### src/rtl/u8sd_pkg.sv
`timescale 1ns / 1ps
// ----------------------------------------------------------------------------
// u8sd_pkg: shared types for the UTF-8 stream decoder
// Holds the queue entry that carries up to two decoded results per byte.
// ----------------------------------------------------------------------------
package u8sd_pkg;

  localparam int unsigned CpWidth   = 32;
  localparam int unsigned ByteWidth = 8;

  // Byte classes seen by the front end
  typedef enum logic [1:0] {
    KIND_ASCII,
    KIND_CONT,
    KIND_LEAD,
    KIND_BAD
  } u8sd_kind_t;

  // One queue entry: the results caused by one input word.
  // The second result, when present, is never an error.
  typedef struct packed {
    logic [CpWidth-1:0] first_cp;
    logic               first_bad;
    logic               two;
    logic [CpWidth-1:0] second_cp;
  } u8sd_entry_t;

endpackage

### src/rtl/u8sd_front.sv
`timescale 1ns / 1ps
// ----------------------------------------------------------------------------
// u8sd_front: byte classifier and accumulator
// Takes one byte per cycle unless the queue is full, updates the code point
// accumulator and pushes the byte's results into the result queue.
// ----------------------------------------------------------------------------
module u8sd_front (
  input  logic                                clk,
  input  logic                                rst,
  input  logic                                in_valid,
  input  logic [u8sd_pkg::ByteWidth-1:0]      in_byte,
  input  logic                                in_last,
  input  logic                                q_full,
  output logic                                in_ready,
  output logic                                push,
  output u8sd_pkg::u8sd_entry_t               entry
);

  logic [u8sd_pkg::CpWidth-1:0] acc;
  logic [u8sd_pkg::CpWidth-1:0] acc_next;
  logic                         seen;
  logic [u8sd_pkg::CpWidth-1:0] new_val;
  logic [u8sd_pkg::ByteWidth-1:0] mask;
  u8sd_pkg::u8sd_kind_t         kind;
  logic                         emit_pend;
  logic                         emit_new;
  logic                         has_res;
  logic                         accept;

  assign in_ready = !q_full;
  assign accept   = in_valid && in_ready;

  always_comb begin
    mask = '0;
    unique case (in_byte) inside
      8'b0???????: kind = u8sd_pkg::KIND_ASCII;
      8'b10??????: kind = u8sd_pkg::KIND_CONT;
      8'b110?????: begin kind = u8sd_pkg::KIND_LEAD; mask = 8'h1F; end
      8'b1110????: begin kind = u8sd_pkg::KIND_LEAD; mask = 8'h0F; end
      8'b11110???: begin kind = u8sd_pkg::KIND_LEAD; mask = 8'h07; end
      8'b111110??: begin kind = u8sd_pkg::KIND_LEAD; mask = 8'h03; end
      8'b1111110?: begin kind = u8sd_pkg::KIND_LEAD; mask = 8'h01; end
      default:     kind = u8sd_pkg::KIND_BAD;
    endcase
  end

  always_comb begin
    new_val  = acc;
    emit_new = 1'b0;
    unique case (kind)
      u8sd_pkg::KIND_ASCII: begin
        new_val  = {{(u8sd_pkg::CpWidth-u8sd_pkg::ByteWidth){1'b0}}, in_byte};
        emit_new = in_last;
      end
      u8sd_pkg::KIND_CONT: begin
        // shift six payload bits in, wrapping at 32 bits
        new_val  = {acc[u8sd_pkg::CpWidth-7:0], in_byte[5:0]};
        emit_new = in_last;
      end
      u8sd_pkg::KIND_LEAD: begin
        new_val  = {{(u8sd_pkg::CpWidth-u8sd_pkg::ByteWidth){1'b0}}, in_byte & mask};
      end
      default: begin
        new_val  = acc;
      end
    endcase
    // only a lead (ASCII or multi-byte) flushes the pending value
    emit_pend = seen && ((kind == u8sd_pkg::KIND_ASCII) || (kind == u8sd_pkg::KIND_LEAD));
    has_res   = emit_pend || emit_new || (kind == u8sd_pkg::KIND_BAD);
    acc_next  = new_val;

    entry.first_bad = (kind == u8sd_pkg::KIND_BAD);
    entry.first_cp  = (kind == u8sd_pkg::KIND_BAD) ? '0 : (emit_pend ? acc : new_val);
    entry.two       = emit_pend && emit_new;
    entry.second_cp = new_val;
    push            = accept && has_res;
  end

  always_ff @(posedge clk) begin
    if (rst) begin
      acc  <= '0;
      seen <= 1'b0;
    end else if (accept) begin
      if (in_last) begin
        acc  <= '0;
        seen <= 1'b0;
      end else if (kind != u8sd_pkg::KIND_BAD) begin
        acc  <= acc_next;
        seen <= 1'b1;
      end
    end
  end

endmodule

### src/rtl/u8sd_queue.sv
`timescale 1ns / 1ps
// ----------------------------------------------------------------------------
// u8sd_queue: result queue
// Small register FIFO between the classifier and the output stage.
// ----------------------------------------------------------------------------
module u8sd_queue #(
  parameter int unsigned DEPTH = 4
) (
  input  logic                  clk,
  input  logic                  rst,
  input  logic                  push,
  input  u8sd_pkg::u8sd_entry_t push_data,
  input  logic                  pop,
  output logic                  full,
  output logic                  not_empty,
  output u8sd_pkg::u8sd_entry_t head
);

  localparam int unsigned PtrW = (DEPTH > 1) ? $clog2(DEPTH) : 1;
  localparam int unsigned CntW = $clog2(DEPTH + 1);

  u8sd_pkg::u8sd_entry_t slots [DEPTH];
  logic [PtrW-1:0] wr_ptr;
  logic [PtrW-1:0] rd_ptr;
  logic [CntW-1:0] count;
  logic            do_push;
  logic            do_pop;

  assign full      = (count == CntW'(DEPTH));
  assign not_empty = (count != '0);
  assign head      = slots[rd_ptr];
  assign do_push   = push && !full;
  assign do_pop    = pop && not_empty;

  always_ff @(posedge clk) begin
    if (do_push) begin
      slots[wr_ptr] <= push_data;
    end
  end

  always_ff @(posedge clk) begin
    if (rst) begin
      wr_ptr <= '0;
      rd_ptr <= '0;
      count  <= '0;
    end else begin
      if (do_push) begin
        wr_ptr <= (wr_ptr == PtrW'(DEPTH - 1)) ? '0 : wr_ptr + 1'b1;
      end
      if (do_pop) begin
        rd_ptr <= (rd_ptr == PtrW'(DEPTH - 1)) ? '0 : rd_ptr + 1'b1;
      end
      if (do_push && !do_pop) begin
        count <= count + 1'b1;
      end else if (do_pop && !do_push) begin
        count <= count - 1'b1;
      end
    end
  end

endmodule

### src/rtl/u8sd_back.sv
`timescale 1ns / 1ps
// ----------------------------------------------------------------------------
// u8sd_back: output stage
// Holds one entry, sends its one or two results one per cycle with out_ready.
// ----------------------------------------------------------------------------
module u8sd_back (
  input  logic                         clk,
  input  logic                         rst,
  input  logic                         q_not_empty,
  input  u8sd_pkg::u8sd_entry_t        q_head,
  output logic                         pop,
  output logic                         out_valid,
  input  logic                         out_ready,
  output logic [u8sd_pkg::CpWidth-1:0] out_cp,
  output logic                         out_bad,
  output logic                         out_last
);

  u8sd_pkg::u8sd_entry_t cur;
  logic                  busy;
  logic                  second;
  logic                  finish;

  assign out_valid = busy;
  assign out_cp    = second ? cur.second_cp : cur.first_cp;
  assign out_bad   = !second && cur.first_bad;
  assign out_last  = second || !cur.two;
  assign finish    = busy && out_ready && out_last;
  assign pop       = q_not_empty && (!busy || finish);

  always_ff @(posedge clk) begin
    if (pop) begin
      cur <= q_head;
    end
  end

  always_ff @(posedge clk) begin
    if (rst) begin
      busy   <= 1'b0;
      second <= 1'b0;
    end else if (pop) begin
      busy   <= 1'b1;
      second <= 1'b0;
    end else if (finish) begin
      busy   <= 1'b0;
      second <= 1'b0;
    end else if (busy && out_ready) begin
      second <= 1'b1;
    end
  end

endmodule

### src/rtl/utf8_stream_decoder.sv
`timescale 1ns / 1ps
// ----------------------------------------------------------------------------
// utf8_stream_decoder: UTF-8 byte stream to code point decoder
// Input: one byte per word on the s_axis channel, tlast marks a string's
// last byte. Output: decoded code points on the m_axis channel, tuser flags
// an error word (input byte 0xFE or 0xFF, code point zero), tlast marks the
// final result caused by one input byte.
// Lead bytes of one- to six-byte forms are taken without validation; a
// 32-bit accumulator wraps. A lead byte flushes the pending value, a
// continuation on the string's last byte flushes the new value, and a
// multi-byte lead that ends a string is dropped.
// Throughput: one input word per cycle while results keep pace; a byte that
// yields two results sends them one after the other, absorbed by the result
// queue (DEPTH entries) between classifier and output stage.
// An accepted byte is first written into the queue, then loaded into the
// output stage, which raises m_axis_tvalid.
// Reset: rst (synchronous) empties the queue and clears the string state.
// A stalled receiver holds the current result; s_axis_tready drops only
// when the queue is full.
// ----------------------------------------------------------------------------
module utf8_stream_decoder #(
  parameter int unsigned DEPTH = 4
) (
  input  logic        clk,
  input  logic        rst,
  input  logic        s_axis_tvalid,
  output logic        s_axis_tready,
  input  logic [7:0]  s_axis_tdata,   // [7:0] byte_in
  input  logic        s_axis_tlast,   // string_end
  output logic        m_axis_tvalid,
  input  logic        m_axis_tready,
  output logic [31:0] m_axis_tdata,   // [31:0] code_point
  output logic        m_axis_tuser,   // bad_byte
  output logic        m_axis_tlast    // run_last
);

  logic                  q_full;
  logic                  q_not_empty;
  logic                  push;
  logic                  pop;
  u8sd_pkg::u8sd_entry_t push_entry;
  u8sd_pkg::u8sd_entry_t head_entry;

  // Front: classify byte, update accumulator, emit queue entries
  u8sd_front u_front (
    .clk      (clk),
    .rst      (rst),
    .in_valid (s_axis_tvalid),
    .in_byte  (s_axis_tdata),
    .in_last  (s_axis_tlast),
    .q_full   (q_full),
    .in_ready (s_axis_tready),
    .push     (push),
    .entry    (push_entry)
  );

  // Decoupling queue
  u8sd_queue #(
    .DEPTH (DEPTH)
  ) u_queue (
    .clk       (clk),
    .rst       (rst),
    .push      (push),
    .push_data (push_entry),
    .pop       (pop),
    .full      (q_full),
    .not_empty (q_not_empty),
    .head      (head_entry)
  );

  // Back: serialize one or two results per entry
  u8sd_back u_back (
    .clk         (clk),
    .rst         (rst),
    .q_not_empty (q_not_empty),
    .q_head      (head_entry),
    .pop         (pop),
    .out_valid   (m_axis_tvalid),
    .out_ready   (m_axis_tready),
    .out_cp      (m_axis_tdata),
    .out_bad     (m_axis_tuser),
    .out_last    (m_axis_tlast)
  );

endmodule
### config.mk
export PLATFORM = sky130hd
export DESIGN_NAME = utf8_stream_decoder
export DESIGN_NICKNAME = d
export VERILOG_FILES = /design/src/rtl/u8sd_pkg.sv /design/src/rtl/u8sd_front.sv /design/src/rtl/u8sd_queue.sv /design/src/rtl/u8sd_back.sv /design/src/rtl/utf8_stream_decoder.sv
export SDC_FILE = /design/constraint.sdc
export NUM_CORES = 1
export LEC_CHECK = 0
export BUFFER_PORTS_ARGS = -buffer_cell sky130_fd_sc_hd__buf_2
export CORE_MARGIN = 5
export CORE_UTILIZATION = 60
export CTS_CLUSTER_SIZE = 40
export DETAILED_ROUTE_END_ITERATION = 7
export GPL_ROUTABILITY_DRIVEN = 0
export HOLD_SLACK_MARGIN = 0.12
export PLACE_DENSITY = 0.76
export SLEW_MARGIN = 20
export SYNTH_ARGS = -nofsm -noshare
export SYNTH_HDL_FRONTEND = slang
export SYNTH_SLANG_ARGS = --single-unit
export TNS_END_PERCENT = 50
### constraint.sdc
create_clock -name clk -period 4.1 [get_ports clk]
set_input_delay 0.41 -clock clk [delete_from_list [all_inputs] [get_ports clk]]
set_output_delay 0.41 -clock clk [all_outputs]
set_load 0.05 [all_outputs]
==> reports/qor.txt <==
Synthesis warning total -> 0
Synth Register Bits -> 372
Design area -> 16100 µm²
Number of DRC markers in iteration 0 -> 735
Hold Path Class -> input pin to flop
Overall power -> 10.5 mW
Largest net degree at the start of global routing -> 45
Crit path time final -> 2.64 ns
Die Y -> 165 µm
Final net count -> 814
Commonest cells in the netlist -> edfxtp_1 (330), mux4_2 (66), a22o_1 (50)
Via count -> 7196
Port Buffer Count -> 48
Boundary pin count -> 49
Yosys top cell area share -> 0.692
Netlist cell types -> 45
Syn_nets -> 754
Crit path launch type -> flop
Clock tree buffer depth -> 3
Vias in the first global route -> 7393
Final period util -> 0.644
CTS root buf -> clkbuf_16
Status -> finished clean
# DRC -> 0
Global-route wire length before repair -> 42.8 mm
PD cells -> 655 nW/µm²
Total die area -> 27100 µm²
Pre-CTS setup slack -> 1.04 ns
Largest area contributor in the netlist -> edfxtp_1
Clk_skew -> 0.0127 ns
R2r startpoint -> u_queue.count[0]
Core ar. -> 23500 µm²
Setup Crit Path Kind -> flop to flop
Drt total wl -> 27.7 mm
Fmax -> 379 MHz
Post-CTS Hold Buffers -> 0
Worst hold slack -> 0.260 ns
Peak VDD IR -> 0.000616 V
Die span in x -> 165 µm
CTS buffer count -> 36
Clk sinks -> 372
Global-route usage over all layers -> 0.210
Vias/cell -> 6.31
Initial antenna violation count -> 0
Top FF cell, synth -> edfxtp_1
Sequential share of the synthesized area -> 0.750
Reg-to-reg setup timing slack -> 1.46 ns
Hold Startpoint -> s_axis_tdata[5]
Worst Path Max Fanout -> 36
Starting Density -> 0.611
Max Cap Viol -> 0
CP required -> 4.26 ns
Fin. Hold Viols -> 0
CP Capture Type -> flop
Worst-path cell chain -> nor3b_1 -> inv_1 -> o311a_4 -> and2_2 -> buf_4
# diodes -> 0
Top-count cell post-synth -> edfxtp_1
RSZ-0062 raised after global routing -> false
Number of flops mapped to enable cells by yosys -> 330
Final ANT Viol Nets -> 0
Leakage -> 5.20 nW
Row count -> 56
Slowest stage cell, crit path -> and2_2
Syn Std Cell Area -> 14300 µm²
Layout overhead on the synthesized area -> 12.1%
First-pass detailed-route iteration total -> 5
Max_slew headroom -> 0.281
HPWL after detailed placement -> 15.8 mm
Async set or reset register ratio after synthesis -> 0
Mean area per synthesized cell -> 19.5 µm²
DR WL/cell -> 24.3 µm
Final setup fails -> 0
Count of final max-slew check failures -> 0
Final core occ -> 0.684
TNS Setup -> 0 ns
GRT overflow -> 0
Crit path launch -> u_queue.count[0]
Placed Area -> 15000 µm²
Syn Inst Count -> 734
Fin worst setup slack -> 1.46 ns
H-tree levels -> 2
Largest cells by area after synthesis -> edfxtp_1 (69%), mux4_2 (10%), dfxtp_1 (5.9%)
Layout cells sized above 1 -> 0.284
Final cell count without fillers -> 1140
Clk slew on worst S/H paths -> 0.06 ns
CP arrival -> 2.80 ns
TritonCTS clock tree -> done
Slew @ Worst Pin -> 1.08 ns
Number of gates resized after cts -> 0
Biggest cell delay along the critical path -> 0.84 ns
Cell count after placement -> 1075
Post-CTS setup buffers -> 0
Clk_lat worst skew -> 0.52 ns
[worst max-delay path: cells and delay by family, from the launching register on]
family | cells | cell delay [ns]
flip-flops | 1 | 0.43
buffers and inverters | 2 | 0.62
AO/OA/AOI/OAI | 1 | 0.24
AND/OR/NAND/NOR | 2 | 0.97
[registers in the layout (all words and copies together) (netlist names)]
register / count
u_back.second: 1
u_back.cur: 66
u_queue.rd_ptr: 2
u_queue.wr_ptr: 2
u_front.seen: 1
u_front.acc: 32
u_queue.slots: 264
u_queue.count: 3
u_back.out_valid: 1
[power by group]
| group | leakage [nW] | switching (mW) | internal, mW | total, mW |
|---|---|---|---|---|
| Combinational | 1.33 | 1.56 | 0.829 | 2.39 |
| Sequential | 3.33 | 0.270 | 4.79 | 5.06 |
| Clock | 0.538 | 1.31 | 1.75 | 3.07 |
[final cells by class]
| class | instances | area, µm² |
|---|---|---|
| clock buffers | 52 | 1030 |
| clock inverters | 13 | 67.6 |
| fillers | 1488 | 7410 |
| inverters | 11 | 41.3 |
| multi-input cells | 305 | 3370 |
| flip-flops and latches | 372 | 10800 |
| well taps | 319 | 399 |
| repair buffers | 68 | 390 |
[path summary, 6_finish.rpt]
kind,to,cells after the start
worst min-delay path,u_front.acc[5],3
worst max-delay path,u_queue.slots[3][38],5
worst max register to register,u_queue.slots[3][38],5
worst min register to register,u_back.second,2
[layer usage]
metal | routed length, µm | global-route usage | vias up
met5 | 0 | 0 | -
li1 | - | - | 3133
met4 | 453 | 0.0488 | 0
met1 | 11000 | 0.293 | 3733
met2 | 14200 | 0.350 | 286
met3 | 1940 | 0.0424 | 44
[layout by cell type (no fill, tap or decap), types with 3 or more instances in the layout]
master,instances
dfxtp_1,39
nand2_1,13
a22o_1,50
a21oi_1,11
a21o_1,3
a22oi_1,3
clkbuf_16,37
buf_4,20
clkbuf_8,5
nor2b_1,3
ha_1,6
clkinv_1,6
clkbuf_1,10
edfxtp_1,330
mux2i_1,5
mux4_2,66
inv_1,10
mux2_2,35
buf_2,48
nand2b_1,4
and2_2,4
clkinv_2,4
a32oi_1,26
nor2_1,36
o21ai_0,7
nand3b_1,5
[cell families after synthesis]
family	share of synthesized area
simple gates	0.0281
mux	0.136
compound gates	0.0617
flops	0.750
fa+ha+maj	0.00664
xor+xnor	0.00122
buf+inv	0.0163
Note: power is estimated with default switching activity, not from simulation.
